--- config.mk ---
export PLATFORM = sky130hd
export DESIGN_NAME = tachometer_speed_meter
export DESIGN_NICKNAME = d
export VERILOG_FILES = /design/src/hw/rtl/tsm_pkg.sv /design/src/hw/rtl/tsm_fifo.sv /design/src/hw/rtl/tsm_div.sv /design/src/hw/rtl/tsm_front.sv /design/src/hw/rtl/tsm_back.sv /design/src/hw/rtl/tachometer_speed_meter.sv
export SDC_FILE = /design/constraint.sdc
export NUM_CORES = 2
export LEC_CHECK = 0
export BUFFER_PORTS_ARGS = -buffer_cell sky130_fd_sc_hd__buf_4
export CORE_MARGIN = 1.5
export CORE_UTILIZATION = 40
export DETAILED_ROUTE_END_ITERATION = 16
export HOLD_SLACK_MARGIN = 0.02
export SYNTH_ARGS = -nofsm -noshare
export SYNTH_HDL_FRONTEND = slang
export SYNTH_SLANG_ARGS = --single-unit
--- constraint.sdc ---
create_clock -name clk -period 8.4 [get_ports clk]
set_input_delay 1.68 -clock clk [delete_from_list [all_inputs] [get_ports clk]]
set_output_delay 1.68 -clock clk [all_outputs]
set_load 0.01 [all_outputs]
--- src/hw/rtl/tsm_pkg.sv ---
// Shared types and constants for the tachometer speed meter.
// No dependencies; the files that use it refer to it by scoped names.
package tsm_pkg;

	localparam int MAX_REPORTED = 3;
	localparam int COUNT_W      = 16;
	localparam int TIME_W       = 32;
	localparam int CLOCK_W      = 27;
	localparam int RPM_W        = 32;
	localparam int CHAN_W       = 2;
	localparam int DIVIDEND_W   = 33;
	localparam int DIVISOR_W    = 32;
	localparam int STEP_W       = 6;

	localparam logic                OP_SAMPLE          = 1'b0;
	localparam logic                OP_REPORT          = 1'b1;
	localparam logic [COUNT_W-1:0]  COUNT_MAX          = 16'hFFFF;
	localparam logic [COUNT_W-1:0]  MIN_EDGES          = 16'd2;
	localparam logic [CLOCK_W-1:0]  CLOCK_RESET        = 27'd7372800;
	localparam logic [5:0]          SECONDS_PER_MINUTE = 6'd60;

	// per-channel snapshot taken by a report
	typedef struct packed {
		logic [COUNT_W-1:0] count;
		logic [TIME_W-1:0]  span;
	} chan_snap_t;

	typedef struct packed {
		logic [CHAN_W-1:0]  channel;
		logic [COUNT_W-1:0] edge_count;
		logic [RPM_W-1:0]   rpm;
		logic               last_of_run;
	} result_t;

	typedef struct packed {
		logic                  start;
		logic [DIVIDEND_W-1:0] dividend;
		logic [DIVISOR_W-1:0]  divisor;
	} div_req_t;

	typedef struct packed {
		logic                  done;
		logic [DIVIDEND_W-1:0] quotient;
	} div_rsp_t;

endpackage

--- src/hw/rtl/tsm_fifo.sv ---
// Small register-based FIFO with show-ahead read.
// Used for the report job queue and the result queue; no dependencies.
module tsm_fifo #(
	parameter int WIDTH = 8,
	parameter int DEPTH = 2
) (
	input  logic             clk,
	input  logic             arst_n,
	input  logic             push,
	input  logic [WIDTH-1:0] wdata,
	output logic             full,
	input  logic             pop,
	output logic [WIDTH-1:0] rdata,
	output logic             empty
);
	localparam int AW = (DEPTH > 1) ? $clog2(DEPTH) : 1;
	localparam int CW = $clog2(DEPTH + 1);

	logic [WIDTH-1:0] mem_q [DEPTH];
	logic [AW-1:0]    wr_ptr_q, rd_ptr_q;
	logic [CW-1:0]    count_q;
	logic             do_push, do_pop;

	assign full    = (count_q == CW'(DEPTH));
	assign empty   = (count_q == '0);
	assign do_push = push & ~full;
	assign do_pop  = pop & ~empty;
	assign rdata   = mem_q[rd_ptr_q];

	always_ff @(posedge clk) begin
		if (do_push) begin
			mem_q[wr_ptr_q] <= wdata;
		end
	end

	always_ff @(posedge clk or negedge arst_n) begin
		if (!arst_n) begin
			wr_ptr_q <= '0;
			rd_ptr_q <= '0;
			count_q  <= '0;
		end else begin
			if (do_push) begin
				wr_ptr_q <= (wr_ptr_q == AW'(DEPTH - 1)) ? '0 : wr_ptr_q + AW'(1);
			end
			if (do_pop) begin
				rd_ptr_q <= (rd_ptr_q == AW'(DEPTH - 1)) ? '0 : rd_ptr_q + AW'(1);
			end
			if (do_push && !do_pop) begin
				count_q <= count_q + CW'(1);
			end else if (do_pop && !do_push) begin
				count_q <= count_q - CW'(1);
			end
		end
	end

endmodule

--- src/hw/rtl/tsm_div.sv ---
// Restoring divider, one quotient bit per cycle.
// Depends on tsm_pkg for widths and the request/response structs.
module tsm_div (
	input  logic              clk,
	input  logic              arst_n,
	input  tsm_pkg::div_req_t req,
	output tsm_pkg::div_rsp_t rsp
);
	logic [tsm_pkg::DIVISOR_W-1:0]  rem_q, divisor_q;
	logic [tsm_pkg::DIVIDEND_W-1:0] quo_q;
	logic [tsm_pkg::STEP_W-1:0]     step_q;
	logic                           busy_q, done_q;
	logic [tsm_pkg::DIVISOR_W:0]    shifted, diff;
	logic                           ge;

	always_comb begin
		shifted = {rem_q, quo_q[tsm_pkg::DIVIDEND_W-1]};
		ge      = (shifted >= {1'b0, divisor_q});
		diff    = shifted - {1'b0, divisor_q};
	end

	assign rsp.done     = done_q;
	assign rsp.quotient = quo_q;

	always_ff @(posedge clk or negedge arst_n) begin
		if (!arst_n) begin
			busy_q <= 1'b0;
			done_q <= 1'b0;
			step_q <= '0;
		end else begin
			done_q <= 1'b0;
			if (req.start) begin
				busy_q <= 1'b1;
				step_q <= '0;
			end else if (busy_q) begin
				step_q <= step_q + tsm_pkg::STEP_W'(1);
				if (step_q == tsm_pkg::STEP_W'(tsm_pkg::DIVIDEND_W - 1)) begin
					busy_q <= 1'b0;
					done_q <= 1'b1;
				end
			end
		end
	end

	always_ff @(posedge clk) begin
		if (req.start) begin
			rem_q     <= '0;
			quo_q     <= req.dividend;
			divisor_q <= req.divisor;
		end else if (busy_q) begin
			rem_q <= ge ? diff[tsm_pkg::DIVISOR_W-1:0] : shifted[tsm_pkg::DIVISOR_W-1:0];
			quo_q <= {quo_q[tsm_pkg::DIVIDEND_W-2:0], ge};
		end
	end

endmodule

--- src/hw/rtl/tsm_front.sv ---
// Front end: takes sample and report transactions, tracks edges per channel
// and hands report snapshots to the job queue. Depends on tsm_pkg.
module tsm_front #(
	parameter int ACTIVE = 3
) (
	input  logic                                  clk,
	input  logic                                  arst_n,
	input  logic                                  push,
	output logic                                  full,
	input  logic                                  operation,
	input  logic [tsm_pkg::TIME_W-1:0]            timestamp,
	input  logic [2:0]                            pin_levels,
	output logic                                  job_push,
	output tsm_pkg::chan_snap_t [ACTIVE-1:0]      job_data,
	input  logic                                  job_full
);
	logic accept, sample_acc, report_acc;

	logic                           prev_q  [ACTIVE];
	logic [tsm_pkg::COUNT_W-1:0]    cnt_q   [ACTIVE];
	logic [tsm_pkg::TIME_W-1:0]     first_q [ACTIVE];
	logic [tsm_pkg::TIME_W-1:0]     last_q  [ACTIVE];
	logic [ACTIVE-1:0]              rise;

	assign full       = job_full;
	assign accept     = push & ~job_full;
	assign sample_acc = accept & (operation == tsm_pkg::OP_SAMPLE);
	assign report_acc = accept & (operation == tsm_pkg::OP_REPORT);
	assign job_push   = report_acc;

	for (genvar c = 0; c < ACTIVE; c++) begin : g_chan
		// saturated counters ignore further edges, latest time included
		assign rise[c] = pin_levels[c] & ~prev_q[c] & (cnt_q[c] != tsm_pkg::COUNT_MAX);

		always_ff @(posedge clk or negedge arst_n) begin
			if (!arst_n) begin
				prev_q[c] <= 1'b0;
				cnt_q[c]  <= '0;
			end else if (report_acc) begin
				prev_q[c] <= 1'b0;
				cnt_q[c]  <= '0;
			end else if (sample_acc) begin
				prev_q[c] <= pin_levels[c];
				if (rise[c]) begin
					cnt_q[c] <= cnt_q[c] + tsm_pkg::COUNT_W'(1);
				end
			end
		end

		always_ff @(posedge clk) begin
			if (sample_acc && rise[c]) begin
				if (cnt_q[c] == '0) begin
					first_q[c] <= timestamp;
				end
				last_q[c] <= timestamp;
			end
		end

		assign job_data[c].count = cnt_q[c];
		assign job_data[c].span  = last_q[c] - first_q[c];
	end

endmodule

--- src/hw/rtl/tsm_back.sv ---
// Back end: turns each report snapshot into per-channel results, using one
// shared divider for the mean period and the rpm. Depends on tsm_pkg, tsm_div.
module tsm_back #(
	parameter int ACTIVE = 3
) (
	input  logic                               clk,
	input  logic                               arst_n,
	input  logic [tsm_pkg::CLOCK_W-1:0]        clock_hz,
	input  logic                               job_empty,
	output logic                               job_pop,
	input  tsm_pkg::chan_snap_t [ACTIVE-1:0]   job_data,
	output logic                               res_push,
	output tsm_pkg::result_t                   res_data,
	input  logic                               res_full
);
	localparam int CW = (ACTIVE > 1) ? $clog2(ACTIVE) : 1;

	typedef enum logic [2:0] {ST_IDLE, ST_LOAD, ST_DIV1, ST_DIV2, ST_EMIT} state_t;

	state_t                            state_q;
	tsm_pkg::chan_snap_t [ACTIVE-1:0]  job_q;
	logic [CW-1:0]                     ch_q;
	logic [tsm_pkg::RPM_W-1:0]         rpm_q;
	tsm_pkg::chan_snap_t               cur;
	tsm_pkg::div_req_t                 div_req;
	tsm_pkg::div_rsp_t                 div_rsp;
	logic [tsm_pkg::DIVIDEND_W-1:0]    clk60;
	logic                              last_ch;

	tsm_div u_div (
		.clk    (clk),
		.arst_n (arst_n),
		.req    (div_req),
		.rsp    (div_rsp)
	);

	assign cur     = job_q[ch_q];
	assign last_ch = (ch_q == CW'(ACTIVE - 1));
	assign clk60   = tsm_pkg::DIVIDEND_W'(clock_hz)
	               * tsm_pkg::DIVIDEND_W'(tsm_pkg::SECONDS_PER_MINUTE);
	assign job_pop  = (state_q == ST_IDLE) && !job_empty;
	assign res_push = (state_q == ST_EMIT) && !res_full;

	always_comb begin
		res_data.channel     = tsm_pkg::CHAN_W'(ch_q);
		res_data.edge_count  = cur.count;
		res_data.rpm         = rpm_q;
		res_data.last_of_run = last_ch;
	end

	always_comb begin
		div_req = '0;
		if (state_q == ST_LOAD && cur.count >= tsm_pkg::MIN_EDGES) begin
			div_req.start    = 1'b1;
			div_req.dividend = {1'b0, cur.span};
			div_req.divisor  = {16'b0, cur.count - tsm_pkg::COUNT_W'(1)};
		end else if (state_q == ST_DIV1 && div_rsp.done
		             && div_rsp.quotient[tsm_pkg::DIVISOR_W-1:0] != '0) begin
			div_req.start    = 1'b1;
			div_req.dividend = clk60;
			div_req.divisor  = div_rsp.quotient[tsm_pkg::DIVISOR_W-1:0];
		end
	end

	always_ff @(posedge clk or negedge arst_n) begin
		if (!arst_n) begin
			state_q <= ST_IDLE;
			ch_q    <= '0;
			rpm_q   <= '0;
			job_q   <= '0;
		end else begin
			unique case (state_q)
				ST_IDLE: begin
					if (!job_empty) begin
						job_q   <= job_data;
						ch_q    <= '0;
						state_q <= ST_LOAD;
					end
				end
				ST_LOAD: begin
					if (cur.count < tsm_pkg::MIN_EDGES) begin
						rpm_q   <= '0;
						state_q <= ST_EMIT;
					end else begin
						state_q <= ST_DIV1;
					end
				end
				ST_DIV1: begin
					if (div_rsp.done) begin
						if (div_rsp.quotient[tsm_pkg::DIVISOR_W-1:0] == '0) begin
							rpm_q   <= '0;
							state_q <= ST_EMIT;
						end else begin
							state_q <= ST_DIV2;
						end
					end
				end
				ST_DIV2: begin
					if (div_rsp.done) begin
						// quotient above 32 bits saturates
						rpm_q <= div_rsp.quotient[tsm_pkg::DIVIDEND_W-1]
						       ? '1 : div_rsp.quotient[tsm_pkg::RPM_W-1:0];
						state_q <= ST_EMIT;
					end
				end
				ST_EMIT: begin
					if (!res_full) begin
						if (last_ch) begin
							state_q <= ST_IDLE;
						end else begin
							ch_q    <= ch_q + CW'(1);
							state_q <= ST_LOAD;
						end
					end
				end
				default: state_q <= ST_IDLE;
			endcase
		end
	end

endmodule

--- src/hw/rtl/tachometer_speed_meter.sv ---
// Tachometer speed meter, top level.
// Depends on tsm_pkg, tsm_fifo, tsm_front, tsm_back (and tsm_div below it).
//
// Input queue side: push/full with operation, timestamp, pin_levels. A sample
// transaction updates edge counts and edge times in the cycle it is taken, so
// samples go in one per cycle while full is low. A report snapshots every
// channel, clears the channel state (pin levels included) and queues the
// snapshot in a two-entry job queue; full rises only while it holds two reports.
// Result queue side: empty/pop with channel, edge_count, rpm, last_of_run;
// one transaction per channel, channel 0 first, last_of_run on the final one.
// Each channel of a report runs the shared one-bit-per-cycle divider up to
// twice (mean period, then rpm when that period is nonzero); channels
// with an edge count below two skip it. Results wait in a four-entry
// queue; when the receiver stalls the back end holds and, once the job queue
// fills, full stops input. Samples keep flowing while a report is computed.
// Configuration: cfg_valid/cfg_ready/cfg_data writes clock_hz, always ready.
// Reset clears edge counts, pin levels and queues and sets clock_hz to 7372800.
module tachometer_speed_meter #(
	parameter int CHANNELS = 3
) (
	input  logic        clk,
	input  logic        arst_n,
	input  logic        push,
	output logic        full,
	input  logic        operation,
	input  logic [31:0] timestamp,
	input  logic [2:0]  pin_levels,
	output logic        empty,
	input  logic        pop,
	output logic [1:0]  channel,
	output logic [15:0] edge_count,
	output logic [31:0] rpm,
	output logic        last_of_run,
	input  logic        cfg_valid,
	output logic        cfg_ready,
	input  logic [26:0] cfg_data
);
	localparam int ACTIVE = (CHANNELS < tsm_pkg::MAX_REPORTED) ? CHANNELS
	                      : tsm_pkg::MAX_REPORTED;
	localparam int JOB_W  = ACTIVE * $bits(tsm_pkg::chan_snap_t);

	logic [tsm_pkg::CLOCK_W-1:0]       clock_hz_q;
	logic                              job_push, job_full, job_pop, job_empty;
	tsm_pkg::chan_snap_t [ACTIVE-1:0]  job_wdata, job_rdata;
	logic                              res_push, res_full;
	tsm_pkg::result_t                  res_wdata, res_rdata;

	assign cfg_ready = 1'b1;

	always_ff @(posedge clk or negedge arst_n) begin
		if (!arst_n) begin
			clock_hz_q <= tsm_pkg::CLOCK_RESET;
		end else if (cfg_valid && cfg_ready) begin
			clock_hz_q <= cfg_data;
		end
	end

	tsm_front #(.ACTIVE(ACTIVE)) u_front (
		.clk        (clk),
		.arst_n     (arst_n),
		.push       (push),
		.full       (full),
		.operation  (operation),
		.timestamp  (timestamp),
		.pin_levels (pin_levels),
		.job_push   (job_push),
		.job_data   (job_wdata),
		.job_full   (job_full)
	);

	tsm_fifo #(.WIDTH(JOB_W), .DEPTH(2)) u_job_q (
		.clk    (clk),
		.arst_n (arst_n),
		.push   (job_push),
		.wdata  (job_wdata),
		.full   (job_full),
		.pop    (job_pop),
		.rdata  (job_rdata),
		.empty  (job_empty)
	);

	tsm_back #(.ACTIVE(ACTIVE)) u_back (
		.clk       (clk),
		.arst_n    (arst_n),
		.clock_hz  (clock_hz_q),
		.job_empty (job_empty),
		.job_pop   (job_pop),
		.job_data  (job_rdata),
		.res_push  (res_push),
		.res_data  (res_wdata),
		.res_full  (res_full)
	);

	tsm_fifo #(.WIDTH($bits(tsm_pkg::result_t)), .DEPTH(4)) u_res_q (
		.clk    (clk),
		.arst_n (arst_n),
		.push   (res_push),
		.wdata  (res_wdata),
		.full   (res_full),
		.pop    (pop),
		.rdata  (res_rdata),
		.empty  (empty)
	);

	assign channel     = res_rdata.channel;
	assign edge_count  = res_rdata.edge_count;
	assign rpm         = res_rdata.rpm;
	assign last_of_run = res_rdata.last_of_run;

	a_last_flag: assert property (@(posedge clk) disable iff (!arst_n)
		!empty |-> (last_of_run == (channel == 2'(ACTIVE - 1))))
		else $error("last_of_run not on the final channel");

	a_chan_range: assert property (@(posedge clk) disable iff (!arst_n)
		!empty |-> (channel <= 2'(ACTIVE - 1)))
		else $error("result channel out of range");

	a_rpm_few_edges: assert property (@(posedge clk) disable iff (!arst_n)
		(!empty && edge_count < tsm_pkg::MIN_EDGES) |-> (rpm == '0))
		else $error("nonzero rpm with fewer than two edges");

endmodule

**After elaboration in Yosys (flattened, before gate mapping)**

Memory sizes are Yosys's and may differ from the RTL's. A register that Yosys moved wholly into a read port is not among the register bits.
Index checks and enable logic that the tools add are counted.

- Add/sub/neg operators: 18
- $mul: 1
- Div/mod/pow operators: 0
- Magnitude comparators: 4
- Equality and inequality tests: 20
- Shift operators: 0
- Mux-type cells: 75
- Bitwise gates (word level): 22
- Reductions and logical operators: 44

Operator list:

| cell | number |
|---|---|
| 32-bit two-way mux | 6 |
| 16-bit two-way mux | 9 |
| 66-bit two-way mux | 2 |
| 32-bit subtractor | 4 |
| 48-bit binary-select mux with 2-bit select | 1 |
| 32-bit one-hot mux with 3 select lines | 1 |
| 33-bit two-way mux | 2 |
| 16-bit by 1-bit adder with 16-bit output (second input constant) | 3 |
| 16-bit zero test | 3 |
| 48-bit two-way mux | 1 |
| 16-bit != test (second input constant) | 3 |
| 1-bit two-way mux | 34 |
| 33-bit by 32-bit greater-or-equal comparator with 1-bit output | 1 |
| 32-bit zero test | 1 |
| 32-bit nonzero test | 1 |
| 27-bit by 4-bit multiplier with 31-bit output (second input constant) | 1 |
| 3-bit two-way mux | 8 |
| 16-bit by 2-bit greater-or-equal comparator with 1-bit output (second input constant) | 1 |
| 16-bit by 2-bit < comparator with 1-bit output (second input constant) | 1 |
| 2-bit nonzero test | 8 |
| 16-bit by 1-bit subtractor with 16-bit output (second input constant) | 1 |
| 3-bit one-hot mux with 5 select lines | 1 |
| 2-bit two-way mux | 7 |
| 2-bit != test (second input constant) | 7 |
| 25 further kinds | 77 |

- Register bits: 231
- Latch bits: 0
- RAM bits: 684
- Memory bits (read-only): 0
- Bits of input ports: 68
- Output and inout port bits: 54
- Word-level logic and storage cells: 211
- Memories kept: 4

Memories:

| memory | depth | width | rd ports | clocked after memory_dff | wr ports | line | text |
|---|---|---|---|---|---|---|---|
| u_job_q.mem_q | 2 | 144 | 1 | 1 | 1 | tsm_fifo.sv:19 | `logic [WIDTH-1:0] mem_q [DEPTH];` |
| u_res_q.mem_q | 4 | 51 | 1 | 0 | 1 | tsm_fifo.sv:19 |  |
| u_front.first_q | 3 | 32 | 3 | 0 | 3 | tsm_front.sv:21 | `logic [tsm_pkg::TIME_W-1:0] first_q [ACTIVE];` |
| u_front.last_q | 3 | 32 | 3 | 0 | 3 | tsm_front.sv:22 | `logic [tsm_pkg::TIME_W-1:0] last_q [ACTIVE];` |

**Longest topological paths before layout**

- Word-level depth: 9
- Gate-level depth with buffers: 16
- Depth with buffers taken out: 15

**Modules after synthesis**

From an unflattened synthesis, not the netlist that was laid out.

- Cells, all modules: 3814
- Area total of the unflattened synthesis: 51055.2 um^2

Modules (own cells, without submodules):

| module | instances | cells each | area an instance (um^2) | sequential area each (um^2) |
|---|---|---|---|---|
| tsm_front | 1 | 1291 | 13676.9 | 7041.8 |
| tsm_back | 1 | 1112 | 11705.0 | 4529.3 |
| tsm_fifo (u_job_q) | 1 | 467 | 10777.8 | 8748.4 |
| tsm_fifo (u_res_q) | 1 | 304 | 7802.5 | 6301.0 |
| tsm_div | 1 | 581 | 5970.7 | 2792.7 |
| tachometer_speed_meter | 1 | 59 | 1122.3 | 680.7 |

**Least setup slack after synthesis**

No wires, ideal clock.

- Path type: input to register
- Start point: in push
- End point: mem u_job_q.mem_q[0][0] in the netlist's numbering, enable pin
- Setup time: 667 ps
- Arrival: 8359 ps
- Required time: 7733 ps
- Path slack: -626 ps
- Cell stages on the path: 3
- Buffers on the path: 1
- Cells stage by stage: and3_1 clkbuf_1 nor2b_1

- Word-level cells in the longest chain between the ends: 5

Ends and longest elaborated chain:

| what | line | text |
|---|---|---|
| from (decl) | tachometer_speed_meter.sv:23 | `input logic push,` |
| 1-bit bitwise AND | tsm_front.sv:26 | `assign accept = push & ~job_full;` |
| 1-bit bitwise AND | tsm_front.sv:28 | `assign report_acc = accept & (operation == tsm_pkg::OP_REPORT);` |
| 1-bit bitwise AND | tsm_fifo.sv:26 | `assign do_push = push & ~full;` |
| 1-bit two-way mux | tsm_fifo.sv:31 | `if (do_push) begin` |
| 1-bit two-way mux (implied by the code) | tsm_fifo.sv:32 | `mem_q[wr_ptr_q] <= wdata;` |
| to (decl) | tsm_fifo.sv:19 |  |

No other way between the ends.

==> summary.txt <==
Layout
  • Multi-input logic area: 17500 um^2
  • Total Nets Final: 4345
  • Area growth, synth to finish: 12.8%
  • Final Core Density: between 40% and 50%
  • Antenna Cells: 0
  • Finished Cell Area: approximately 56000 um^2
  • Final Non-Filler Cells: 5767
  • Fillers: roughly 11000
  • Layout cells sized above 1: slightly above 10%
  • Register area: approximately 30000 um^2

Logic synthesis
  • Compound-Gate Fraction of Synth Area: between 10 and 15%
  • Post-synth EDFFs: about 750
  • Yosys cell types: 78
  • Synth top area share: a little under half
  • Ys Warns: 0
  • Post-Synth Adder-Cell Area: 6.77%
  • Register bit total from synthesis: between 1000 and 1500
  • Synth Net Count: between 4000 and 5000
  • Synthesized instance count: 3928
  • Mean Syn Cell Area: approximately 13 um^2
  • Main synth FF type: edfxtp_1
  • Mapped cell area: between 40000 and 50000 um^2
  • Async SR Flop Fraction: 26.3%
  • Yosys top cell by area: edfxtp_1
  • Cell with the most instances after synthesis: edfxtp_1
  • Top cells by count, synth: edfxtp_1 (749), nand2_1 (390), o21ai_0 (362)
  • Post-synthesis sequential area ratio: between 60% and 70%
  • Post-synthesis mux area share: under 10%
  • Main combinational cell family by area after synthesis: compound AO/OA/AOI/OAI gates
  • Post-Synth XOR/XNOR Area: around 3.3%
  • Post-Synth Simple-Gate Area: 8.44%
  • Largest cells by area after synthesis: edfxtp_1 (46%), dfrtp_1 (14%), ha_1 (4.5%)

Timing
  • Fmax: ~190 MHz
  • Setup Skew: 0.0327 ns
  • Minimum clock period: 5.26 ns
  • RSZ-0062 raised after global routing: no
  • Final Hold Vio Count: 0
  • Min Hold Slack: 0.456 ns
  • Slew @ Worst Pin: ~1.1 ns
  • Final setup vio count: 0
  • Setup_tns: 0 ns
  • Slew Limit Fails: 0
  • Rel. slew slack: between 20% and 30%
  • Setup WS post-layout: ~3.1 ns
  • Fin crit share: approximately 63%

Routing
  • Vias per cell: between 5 and 6
  • Initial detailed-routing violation count: between 1500 and 2000
  • # DRC: 0
  • Antenna Nets Post-Route: 0
  • Total vias in the final route: about 30000
  • Pre-antenna DRT Iters: 5
  • Avg WL per Cell: approximately 18 um
  • Routed Wire Length: between 100 and 150 mm

Worst setup path
  • Setup CP Type: reg2reg
  • Critical Path Slowest Stage Cell: inv_2
  • CP Capture Type: register
  • Most used cell, CP: buf_4
  • Worst r2r path cells: 15
  • Worst EP arrival: around 5.6 ns
  • Critical path peak fanout: between 50 and 60
  • Critical Path RT: ~8.7 ns
  • Critical path cell sequence: buf_4 -> nor2b_4 -> buf_4 -> o2bb2ai_1 -> nor3_1 -> and2b_1 -> and2b_1 -> nand4_1 -> o21ai_4 -> buf_4 -> and2_2 -> inv_2 -> nor2_1 -> inv_1 -> buf_4
  • CP startpoint kind: register
  • Slowest Stage Delay on Critical Path: between 0.6 and 0.7 ns

Outcome
  • Status: finished clean

Floorplanning
  • Initial Utilization: ~40%
  • I/O pin cnt: 122
  • Die height: roughly 350 um
  • Die width: approximately 350 um
  • Std-Cell Core Area: roughly 120000 um^2
  • Full die area: roughly 130000 um^2
  • Std-Cell Rows: about 130

Placed design
  • Placed Area: 51900 um^2
  • Hpwl dp: 74.0 mm
  • Final GP Congestion: 0.906
  • DP Cell Count: 5555
  • Number of port buffers: 120
  • Setup WS pre-CTS: 3.09 ns

Clocking
  • Worst-path clk slew: around 0.06 ns
  • Num CTS Buffers: between 100 and 150
  • # hold bufs at CTS: 0
  • CTS Root Cell: clkbuf_16
  • Sink Count: around 1100
  • CTS max path bufs: 3
  • Post-CTS Setup Bufs: 0
  • Worst skew pair latency: 0.70 ns
  • Post_cts resized: 0
  • CTS tree: done
  • Htree depth: 3

Worst hold path
  • Cells on Worst Hold Path: 2
  • Hold Crit Class: reg2reg

Power and ir drop
  • Pwr/cell area: 251 nW/um^2
  • VDD IR max: between 0.15 and 0.2 mV
  • Final Total Pwr: 14.0 mW
  • Leak: around 22 nW

GRT
  • Antenna violations before repair: 1
  • Vias in the first global route: a little under 30000
  • Largest net degree at the start of global routing: between 200 and 250
  • Total GRT Usage: about 17%
  • GR Overflow Total: 0
  • First-pass GRT wire length: around 170 mm

Flow run
  • Max-Cap Viols: 0
==> power by group <==
group	total [mW]	switching [mW]	leakage, nW	internal, mW
combinational	2.68	1.65	11.1	1.03
clock	4.80	2.02	1.76	2.78
sequential	6.48	0.307	9.51	6.18
total	14.0	3.98	22.3	9.99
==> kinds of logic (layout without fill, tap and decap cells) <==
logic type      Yosys count  after routing
other cells               1              1
mux                     263            263
simple gates            899            899
xor+xnor                186            186
fa+ha+maj               233            233
flops                  1059           1059
buf+inv                 435            649
compound gates          852            852
==> final cells by class <==
type / instances / area share [%]
Clock buffer: 161 / 5.70
Clock inverter: 50 / 0.797
Inverter: 285 / 1.93
Multi-Input combinational cell: 2434 / 31.6
Sequential cell: 1059 / 54.2
Tap cell: 1625 / 3.66
Timing Repair Buffer: 153 / 2.14
==> worst paths after layout <==
kind                                    from                endpoint  slack [ns]
max                           u_back.ch_q[0]  u_back.u_div.quo_q[32]        3.14
min                        u_front.prev_q[1]       u_front.prev_q[1]        0.46
max reg2reg                   u_back.ch_q[0]  u_back.u_div.quo_q[32]        3.14
min reg2reg                u_front.prev_q[1]       u_front.prev_q[1]        0.46
max in group asynchronous             arst_n          u_back.ch_q[1]        6.08
min in group asynchronous             arst_n   u_front.job_data[140]        0.90
==> worst max-delay path: cells and delay by family, from the launching register on <==
family / cells / cell delay [ns]
compound gates: 2 / 0.40
buf+inv: 6 / 2.31
flops: 1 / 0.34
simple gates: 7 / 1.76
==> cells in the final DEF, fill, tap and decap left out, types with 21 or more instances in the layout <==
master and count:
a21o_1 73, a21oi_1 211, and2_1 28, buf_4 149, clkbuf_1 32, clkbuf_16 113
dfrtp_1 269, dfxtp_1 32, edfxtp_1 749, fa_1 56, ha_1 177, inv_1 284
mux2i_1 209, mux4_2 51, nand2_1 388, nand2b_1 30, nand3_1 43, nand4_1 32
nor2_1 196, nor2b_1 26, nor3_1 47, nor4_1 21, o21ai_0 362, o21bai_1 23
o221ai_1 28, xnor2_1 88, xor2_1 98
==> routing by layer <==
| layer | track usage [%] | vias to the layer above | part of all wire, % |
|---|---|---|---|
| met5 | 0 | - | 0 |
| met4 | 4.91 | 0 | 2.5 |
| met3 | 2.04 | 148 | 3.7 |
| met2 | 26.1 | 523 | 45 |
| met1 | 25.2 | 14500 | 49 |
| li1 | - | 14500 | - |
==> sequential cells by signal, indices dropped and copies added, names as in the netlist, 2 cells and up <==
signal / flops
u_job_q.mem_q: 288
u_res_q.mem_q: 204
u_back.job_q: 144
u_front.first_q: 96
u_front.last_q: 96
u_front.job_data: 48
u_back.u_div.quo_q: 33
u_back.rpm_q: 32
u_back.u_div.divisor_q: 32
u_back.u_div.rem_q: 32
clock_hz_q: 27
u_back.u_div.step_q: 6
u_back.state_q: 3
u_front.prev_q: 3
u_res_q.count_q: 3
u_back.ch_q: 2
u_job_q.count_q: 2
u_res_q.rd_ptr_q: 2
u_res_q.wr_ptr_q: 2
Power figures use the tool's default switching activity.
